<file path="src/rtl/core/ccps_pkg.sv">
`timescale 1ns / 1ps

package ccps_pkg;

	localparam int unsigned ChanW = 8;
	localparam int unsigned CfgDataW = 40;
	localparam int unsigned CfgIdxW = 3;
	localparam logic [ChanW-1:0] FullLevel = 8'hFF;
	localparam logic [ChanW-1:0] ZeroLevel = 8'h00;

	typedef enum logic [CfgIdxW-1:0] {
		REG_ORANGE_WINDOW  = 3'd0,
		REG_YELLOW_WINDOW  = 3'd1,
		REG_GREEN_DIFF     = 3'd2,
		REG_BLUE_DIFF      = 3'd3,
		REG_WHITE_BLACK    = 3'd4,
		REG_LABEL_HUES     = 3'd5,
		REG_TILT_RULE      = 3'd6,
		REG_FRAME_SETTINGS = 3'd7
	} reg_idx_t;

	typedef struct packed {
		logic [ChanW-1:0] red_in;
		logic [ChanW-1:0] green_in;
		logic [ChanW-1:0] blue_in;
		logic [ChanW-1:0] hue_in;
		logic [ChanW-1:0] sat_in;
		logic [ChanW-1:0] val_in;
	} pix_in_t;

	typedef struct packed {
		logic [ChanW-1:0] hue_out;
		logic [ChanW-1:0] sat_out;
		logic [ChanW-1:0] val_out;
	} pix_out_t;

	// Hue/sat/value window: fields listed MSB first to match the packed layout.
	typedef struct packed {
		logic [ChanW-1:0] min_val;
		logic [ChanW-1:0] min_sat;
		logic [ChanW-1:0] max_hue;
		logic [ChanW-1:0] min_hue;
	} window_t;

	typedef struct packed {
		window_t      orange_window;
		window_t      yellow_window;
		logic [31:0]  green_diff_limits;
		logic [31:0]  blue_diff_limits;
		logic [23:0]  white_black_limits;
		logic [39:0]  label_hues;
		logic [31:0]  tilt_rule;
		logic [16:0]  frame_settings;
	} cfg_t;

endpackage

</file>
<file path="src/rtl/core/ccps_classify.sv">
`timescale 1ns / 1ps

module ccps_classify
	import ccps_pkg::*;
(
	input  cfg_t     cfg,
	input  pix_in_t  pix,
	output pix_out_t res
);

	// 18-bit signed covers channel differences and threshold minus offset
	typedef logic signed [17:0] wide_t;

	logic [ChanW-1:0] r_sw, b_sw;
	logic [ChanW-1:0] blue_hue, green_hue, orange_hue, yellow_hue, misc_hue;
	logic [ChanW-1:0] wht_max_sat, wht_min_val, blk_max_val;
	wide_t            d_br, d_bg, d_gr, d_gb;
	wide_t            thr_br, thr_bg, thr_gr, thr_gb, offset;
	logic             is_blue, is_green, in_orange, in_yellow;
	logic [ChanW-1:0] h1, s1, v1;

	function automatic wide_t sx16(input logic [15:0] x);
		return wide_t'(signed'(x));
	endfunction

	function automatic wide_t zx8(input logic [ChanW-1:0] x);
		return wide_t'({10'd0, x});
	endfunction

	function automatic logic win_hit(input window_t w, input logic [ChanW-1:0] h,
			input logic [ChanW-1:0] s, input logic [ChanW-1:0] v);
		return (h >= w.min_hue) && (h <= w.max_hue) && (s >= w.min_sat) && (v >= w.min_val);
	endfunction

	assign blue_hue   = cfg.label_hues[7:0];
	assign green_hue  = cfg.label_hues[15:8];
	assign orange_hue = cfg.label_hues[23:16];
	assign yellow_hue = cfg.label_hues[31:24];
	assign misc_hue   = cfg.label_hues[39:32];

	assign wht_max_sat = cfg.white_black_limits[7:0];
	assign wht_min_val = cfg.white_black_limits[15:8];
	assign blk_max_val = cfg.white_black_limits[23:16];

	assign r_sw = cfg.frame_settings[16] ? pix.blue_in : pix.red_in;
	assign b_sw = cfg.frame_settings[16] ? pix.red_in : pix.blue_in;

	assign offset = (signed'(cfg.frame_settings[15:0]) < signed'(cfg.tilt_rule[15:0]))
		? sx16(cfg.tilt_rule[31:16]) : '0;

	assign d_br = zx8(b_sw) - zx8(r_sw);
	assign d_bg = zx8(b_sw) - zx8(pix.green_in);
	assign d_gr = zx8(pix.green_in) - zx8(r_sw);
	assign d_gb = zx8(pix.green_in) - zx8(b_sw);

	assign thr_br = sx16(cfg.blue_diff_limits[15:0]);
	assign thr_bg = sx16(cfg.blue_diff_limits[31:16]);
	assign thr_gr = sx16(cfg.green_diff_limits[15:0]) - offset;
	assign thr_gb = sx16(cfg.green_diff_limits[31:16]) - offset;

	assign is_blue  = (d_br > thr_br) && (d_bg > thr_bg);
	assign is_green = (d_gr > thr_gr) && (d_gb > thr_gb);

	// RGB stage result
	always_comb begin
		if (is_blue) begin
			h1 = blue_hue;
			s1 = FullLevel;
			v1 = FullLevel;
		end else if (is_green) begin
			h1 = green_hue;
			s1 = FullLevel;
			v1 = FullLevel;
		end else begin
			h1 = pix.hue_in;
			s1 = pix.sat_in;
			v1 = pix.val_in;
		end
	end

	assign in_orange = win_hit(cfg.orange_window, h1, s1, v1);
	assign in_yellow = win_hit(cfg.yellow_window, h1, s1, v1);

	// HSV priority chain
	always_comb begin
		res.hue_out = h1;
		res.sat_out = s1;
		res.val_out = v1;
		if (h1 == blue_hue) begin
			// kept as is
		end else if (h1 == green_hue) begin
			if (s1 != FullLevel || v1 != FullLevel) begin
				res.hue_out = misc_hue;
				res.sat_out = FullLevel;
				res.val_out = FullLevel;
			end
		end else if (in_orange) begin
			res.hue_out = orange_hue;
			res.sat_out = FullLevel;
			res.val_out = FullLevel;
		end else if (in_yellow) begin
			res.hue_out = yellow_hue;
			res.sat_out = FullLevel;
			res.val_out = FullLevel;
		end else if (v1 <= blk_max_val) begin
			res.sat_out = ZeroLevel;
			res.val_out = ZeroLevel;
		end else if (s1 < wht_max_sat && v1 >= wht_min_val) begin
			res.sat_out = ZeroLevel;
			res.val_out = FullLevel;
		end
	end

endmodule

</file>
<file path="src/rtl/core/color_class_pixel_segmenter_top.sv">
`timescale 1ns / 1ps
// Flow: a transferred pixel passes the input register, the classifier logic and then
//   the result register, which shows it with done high.
// Throughput: one pixel per clock; input register, classifier logic, result register.
// busy is held low: the block always takes start, and the receiver cannot stall.
// Reset (arst_n low, asynchronous): pipeline valids and all settings registers clear.
module color_class_pixel_segmenter_top
	import ccps_pkg::*;
(
	input  logic                clk,
	input  logic                arst_n,
	// pixel command channel
	input  logic                start,
	output logic                busy,
	input  pix_in_t             pixel,
	// result channel, one-cycle strobe
	output logic                done,
	output pix_out_t            result,
	// settings write port
	input  logic                wr_en,
	input  logic [CfgIdxW-1:0]  wr_index,
	input  logic [CfgDataW-1:0] wr_data
);

	cfg_t     cfg_q;
	pix_in_t  pix_s1;
	logic     vld_s1;
	pix_out_t res_comb;
	pix_out_t res_s2;
	logic     vld_s2;

	// Never refuses a transfer: each stage moves every cycle.
	assign busy = 1'b0;

	// Settings registers. Software must write these only while the pipe is empty; the block does not enforce it.
	always_ff @(posedge clk or negedge arst_n) begin
		if (!arst_n) begin
			cfg_q <= '0;
		end else if (wr_en) begin
			unique case (reg_idx_t'(wr_index))
				REG_ORANGE_WINDOW:  cfg_q.orange_window      <= window_t'(wr_data[31:0]);
				REG_YELLOW_WINDOW:  cfg_q.yellow_window      <= window_t'(wr_data[31:0]);
				REG_GREEN_DIFF:     cfg_q.green_diff_limits  <= wr_data[31:0];
				REG_BLUE_DIFF:      cfg_q.blue_diff_limits   <= wr_data[31:0];
				REG_WHITE_BLACK:    cfg_q.white_black_limits <= wr_data[23:0];
				REG_LABEL_HUES:     cfg_q.label_hues         <= wr_data[39:0];
				REG_TILT_RULE:      cfg_q.tilt_rule          <= wr_data[31:0];
				REG_FRAME_SETTINGS: cfg_q.frame_settings     <= wr_data[16:0];
				default: ;
			endcase
		end
	end

	// Stage 1: capture the pixel on a transfer.
	always_ff @(posedge clk or negedge arst_n) begin
		if (!arst_n) begin
			vld_s1 <= 1'b0;
		end else begin
			vld_s1 <= start && !busy;
		end
	end

	always_ff @(posedge clk) begin
		if (start && !busy) begin
			pix_s1 <= pixel;
		end
	end

	// RGB threshold test followed by the HSV priority chain.
	ccps_classify u_classify (
		.cfg (cfg_q),
		.pix (pix_s1),
		.res (res_comb)
	);

	// Stage 2: result register, strobed out for one cycle.
	always_ff @(posedge clk or negedge arst_n) begin
		if (!arst_n) begin
			vld_s2 <= 1'b0;
		end else begin
			vld_s2 <= vld_s1;
		end
	end

	always_ff @(posedge clk) begin
		if (vld_s1) begin
			res_s2 <= res_comb;
		end
	end

	assign done   = vld_s2;
	assign result = res_s2;

endmodule

</file>
<file path="config.mk">
export PLATFORM = sky130hd
export DESIGN_NAME = color_class_pixel_segmenter_top
export DESIGN_NICKNAME = d
export VERILOG_FILES = /design/src/rtl/core/ccps_pkg.sv /design/src/rtl/core/ccps_classify.sv /design/src/rtl/core/color_class_pixel_segmenter_top.sv
export SDC_FILE = /design/constraint.sdc
export NUM_CORES = 1
export LEC_CHECK = 0
export CAP_MARGIN = 30
export CORE_MARGIN = 2
export CORE_UTILIZATION = 65
export DETAILED_ROUTE_END_ITERATION = 7
export DONT_BUFFER_PORTS = 1
export MAX_ROUTING_LAYER = met4
export PLACE_DENSITY = 0.89
export SKIP_CTS_REPAIR_TIMING = 1
export SYNTH_ARGS = -nofsm -noshare
export SYNTH_HDL_FRONTEND = slang
export SYNTH_HIERARCHICAL = 1
export SYNTH_SLANG_ARGS = --single-unit
export TNS_END_PERCENT = 10
</file>
<file path="constraint.sdc">
create_clock -name clk -period 14.4 [get_ports clk]
set_input_delay 2.16 -clock clk [delete_from_list [all_inputs] [get_ports clk]]
set_output_delay 2.16 -clock clk [all_outputs]
set_load 0.01 [all_outputs]
</file>
Word-level counts from Yosys, hierarchy flattened
Cells that the tools add are included.

word-level totals
  memory bits (writable) = 0
  ROM bits = 0
  flip-flop bits (word level) = 315
  memories kept = 0
  input bits = 95
  bits in latches = 0
  output and inout bits = 26
  logic and storage cells = 94

operators by class
  shift operators = 0
  div/mod/pow operators = 0
  equality and inequality tests = 11
  multiplexer cells = 17
  multipliers = 0
  bitwise gates (word level) = 0
  reduce and logical (&&, ||, !) cells = 19
  add/subtract/negate cells = 6
  order comparisons = 16

operators by type and width
  kind                                                                   number
  24-bit two-way mux                                                     4
  8-bit two-way mux                                                      9
  8-bit greater-or-equal comparator                                      7
  16-bit two-way mux                                                     3
  18-bit > comparator                                                    2
  16-bit by 18-bit subtractor with 18-bit output                         2
  8-bit by 8-bit subtractor with 9-bit output                            4
  9-bit by 16-bit > comparator with 1-bit output                         2
  8-bit <= comparator                                                    3
  18-bit two-way mux                                                     1
  8-bit equality test                                                    2
  16-bit < comparator                                                    1
  8-bit != test, second input constant                                   2
  2-bit AND reduction                                                    8
  3-bit equality test, second input constant                             4
  1-bit logical AND                                                      9
  8-bit < comparator                                                     1
  3-bit by 2-bit equality test with 1-bit output, second input constant  2
  3-bit by 1-bit equality test with 1-bit output, second input constant  1
  3-bit zero test                                                        1
  1-bit logical OR                                                       1

Depth between registers and ports, before layout
  depth after elaboration = 15
  gate-level depth with buffers = 46
  gate-level depth less buffers = 45

Cells and area by module
The synthesis kept the hierarchy.

modules (own cells, without submodules)
  module                           seq. area each (µm²)  area an instance (µm²)  cells an instance  times used
  color_class_pixel_segmenter_top  8242.9                11300.8                 595                1
  ccps_classify                    0.0                   8032.7                  1068               1

Worst setup path after synthesis
OpenSTA, ideal clock, no wires.

  kind = reg2reg
  start = register cfg_q[1] in the netlist's numbering
  end = register res_s2, in the netlist result[0], data pin
  cell stages (with the launch flop) = 45
  path slack = 5426 ps
  arrival time = 8720 ps
  clock period less this slack = 8974 ps
  library setup time = 254 ps
  data required time = 14146 ps
  buffers on the path = 1
  path through = dfrtp_1 -> ha_1 -> a21o_1 -> a21o_1 -> a21o_1 -> a21o_1 -> a21o_1 -> a21o_1 -> a21o_1 -> a21oi_1 -> o211a_1 -> ha_1 -> inv_1 -> fa_1 -> a21o_1 -> a21oi_1 -> o21bai_1 -> a21o_1 -> [9 not listed] -> a31oi_1 -> o211ai_1 -> o22ai_1 -> or2_1 -> buf_4 -> mux2_2 -> mux2i_1 -> inv_1 -> ha_1 -> a21o_1 -> a2111oi_0 -> a21oi_1 -> and4_1 -> or3_1 -> o32a_2 -> o221ai_2 -> nand3_2 -> o21a_1

RTL lines
  item                  line                                   text
  from (decl)           color_class_pixel_segmenter_top.sv:25  cfg_t cfg_q;
  to (signal assigned)  color_class_pixel_segmenter_top.sv:87  res_s2 <= res_comb;
  to (decl)             color_class_pixel_segmenter_top.sv:29  pix_out_t res_s2;

==> metrics.md <==
| Metric | Value |
|---|---|
| Final Max Slew Viols | 0 |
| Status | finished, final reports clean |
| Critical Path End Type | flip-flop |
| Syn_nets | 1,999 |
| Most common cell in the netlist | dfrtp_1 |
| Area added between synthesis and finish | 7.83% |
| Clk slew on worst S/H paths | 0.06 ns |
| Ranking of synthesized cells by area | dfrtp_1 (31%), ha_1 (15%), mux2_2 (14%) |
| Total of max-cap violations | 0 |
| DRT iter0 DRCs | 1,402 |
| Worst IR Drop VDD | 0.000154 V |
| Hpwl dp | 34.2 mm |
| Hold path start | cfg_q[208] |
| Cells after Synth | 1,663 |
| Global-route wire length before repair | 75.4 mm |
| FF-to-FF End | result[5] |
| Initial Util | 0.656 |
| CP peak stage delay | 0.54 ns |
| Wire length after detailed routing | 49.0 mm |
| Comb power frac | 0.522 |
| CTS Root Cell | clkbuf_16 |
| Setup Total Neg Slack | 0 ns |
| Post-synthesis sequential area ratio | 0.426 |
| R2R setup slack | 3.64 ns |
| Netlist cell types | 81 |
| DR top layer | met4 |
| RSZ-0062 raised after global routing | no |
| Pwr/cell area | 224 nW/um^2 |
| First-pass DRT Iterations | 8 |
| Critical Path RT | 14.68 ns |
| Via Count | 13,513 |
| Hold WS | 0.495 ns |
| Vias in the first global route | 13,722 |
| Port-buffer cells | 0 |
| Sw Share | 0.411 |
| R2R Path Start | cfg_q[1] |
| Residual DRC count | 0 |
| Clock sinks | 315 |
| Area fraction of the dominant cell type after synthesis | 0.315 |
| Power share of the clock group | 0.198 |
| Top FF cell, synth | dfrtp_1 |
| Synthesized area | 19,300 um^2 |
| Seq pwr share | 0.279 |
| Hold Crit Endpoint | cfg_q[208] |
| NetSw | 1920 uW |
| CTS H-tree depth | 2 |
| FF-to-FF path depth | 44 |
| Post-synth EDFFs | 72 |
| Max Clock Skew | 0.0242 ns |
| Via density | 6.48 |
| Met2 wire len | 22.7 mm |
| Die Width | 176 um |
| Met1 WL | 20.2 mm |
| Critical path data arrival time | 11.04 ns |
| Final setup fails | 0 |
| Antenna violations before repair | 3 |
| Clk_lat worst skew | 0.53 ns |
| Fraction of registers with async set/reset | 0.771 |
| Largest area contributor in the netlist | dfrtp_1 |
| Commonest cells post-synth | dfrtp_1 (243), mux2_2 (237), ha_1 (235) |
| Relative slew slack | 0.324 |
| WHS Path Cells | 1 |
| Warnings from Yosys | 6 |
| Final count of hold timing violations | 0 |
| Hold WC Path Type | flip-flop to flip-flop |
| Yosys reg bits | 315 |
| Int Pwr | 2750 uW |
| I/O pin total | 121 |
| Leakage | 0.00952 uW |
| CTS buffer count | 35 |
| Routability cong. | 0.948 |
| Number of fill cells | 1,992 |
| Final period util | 0.747 |
| Total GRT Usage | 0.325 |
| CP startpoint | cfg_q[1] |
| Crit-path most repeated cell | a21o_1 |
| Fmax achieved | 0.0929 GHz |
| Total congestion overflow | 0 |
| Clock buffer depth | 3 |
| Worst-path maximum fanout | 16 |
| Chip height | 176 um |
| Routed length on met3 | 4.04 mm |
| Die area | 31,100 um^2 |
| CTS tree | built |
| Rows | 63 |
| Avg Inst Size Synth | 11.6 um^2 |
| Tmin final | 10.76 ns |
| ANT nets after route | 0 |
| Share of post-route cells with drive strength above 1 | 0.204 |
| Least-Margin Pin Slew | 1.01 ns |
| Largest net degree at the start of global routing | 244 |
| Routed WL per cell | 23.5 um |
| Startpoint types | flip-flop |
| Layout Nets | 1,999 |
| Slowest-stage cell, CP | or2_1 |
| Core area | 29,500 um^2 |
| Kind of critical path | flip-flop to flip-flop |
cells by family (layout without fill, tap and decap cells):
| logic type | count (synthesis) | after routing | share of synthesized area |
|---|---|---|---|
| XOR/XNOR | 72 | 72 | 0.0326 |
| flip-flops | 315 | 315 | 0.426 |
| AND/OR/NAND/NOR | 212 | 212 | 0.0633 |
| adder cells (fa/ha/maj) | 241 | 241 | 0.158 |
| buffers and inverters | 237 | 264 | 0.0532 |
| AO/OA/AOI/OAI | 314 | 314 | 0.109 |
| multiplexers | 271 | 271 | 0.157 |
| other | 1 | 5 | 0.000194 |
how the worst max path moves through the flow:
| stage | endpoint | slack, ns | cells past startpoint |
|---|---|---|---|
| CTS | result[5] | 3.97 | 44 |
| finish | result[5] | 3.64 | 44 |
| detailed placement | result[1] | 4.13 | 44 |
| global placement | result[3] | 4.39 | 44 |
| floorplan | result[0] | 5.43 | 44 |
| global route | result[4] | 3.27 | 44 |
worst max-delay path: cells and delay by family, from the launching register on:
kind	cells	cell delay, ns
compound gates	26	5.38
fa+ha+maj	5	1.47
buf+inv	3	0.44
flops	1	0.38
mux	2	0.60
simple gates	8	2.24
flip-flops by register name, indices dropped and copies added, names as in the netlist:
signal	count
pix_s1	48
cfg_q	241
done	1
result	24
vld_s1	1
layer usage:
metal | up-vias | GRT usage
met5 | - | -
met4 | 0 | 0.126
met3 | 151 | 0.0564
met2 | 586 | 0.508
met1 | 6778 | 0.427
li1 | 5998 | -
power groups by stage:
stage | logic [uW] | registers, uW | clock network, uW
6_report | 2440 | 1300 | 926
5_1_grt | 2670 | 1320 | 973
4_1_cts | 2380 | 1300 | 935
3_5_place_dp | 2320 | 1310 | 0
3_3_place_gp | 2200 | 1300 | 0
2_1_floorplan | 1790 | 1260 | 0
area by class of cell:
cell class	instances	area [um^2]	share of cell area
Timing Repair Buffer	11	113	0.00540
Clock buffer	47	1040	0.0500
Tap cell	390	488	0.0234
Antenna cell	4	10.0	0.000480
Inverter	189	709	0.0340
Clock inverter	17	180	0.00864
Sequential cell	315	8240	0.395
Multi-Input combinational cell	1111	10100	0.483
placed cells by master, fill, tap and decap left out, types with 5 or more instances in the layout:
cell type  netlist  layout
fa_1             6       6
xor2_1          24      24
o21a_1          14      14
o21ai_1         13      13
clkbuf_8         0      10
dfrtp_1        243     243
a222oi_1         8       8
mux2_2         237     237
nand2_1         26      26
nand2b_1        21      21
a31oi_1          9       9
or2_2            8       8
buf_4            4       8
nor4_1           6       6
nor3_1           8       8
nor2b_1         16      16
clkinv_2         0       6
nor2_1          46      46
a211oi_1         9       9
a21o_1          53      53
o211ai_1        24      24
nand4_1         25      25
edfxtp_1        72      72
a2111oi_0        5       5
o21bai_1        16      16
and3_1           5       5
clkbuf_16        0      36
a31o_2           6       6
mux2_1           6       6
mux2i_1         24      24
ha_1           235     235
inv_1          188     188
a21oi_1         87      87
xnor2_1         48      48
o21ai_0         37      37
nand3_1         24      24
per-stage QoR:
| stage | power [uW] | setup slack, ns | util | std cells | instance area, um^2 |
|---|---|---|---|---|---|
| floorplan | 3050 | 5.43 | - | 1663 | 19300 |
| global placement | 3500 | 4.39 | 0.664 | 2013 | 19600 |
| detailed placement | 3630 | 4.13 | 0.665 | 2015 | 19600 |
| CTS | 4610 | 3.97 | 0.706 | 2079 | 20800 |
| global route | 4970 | 3.27 | 0.707 | 2082 | 20800 |
| finish | 4670 | 3.64 | 0.707 | 2084 | 20800 |
(Power assumes the default switching activity.)
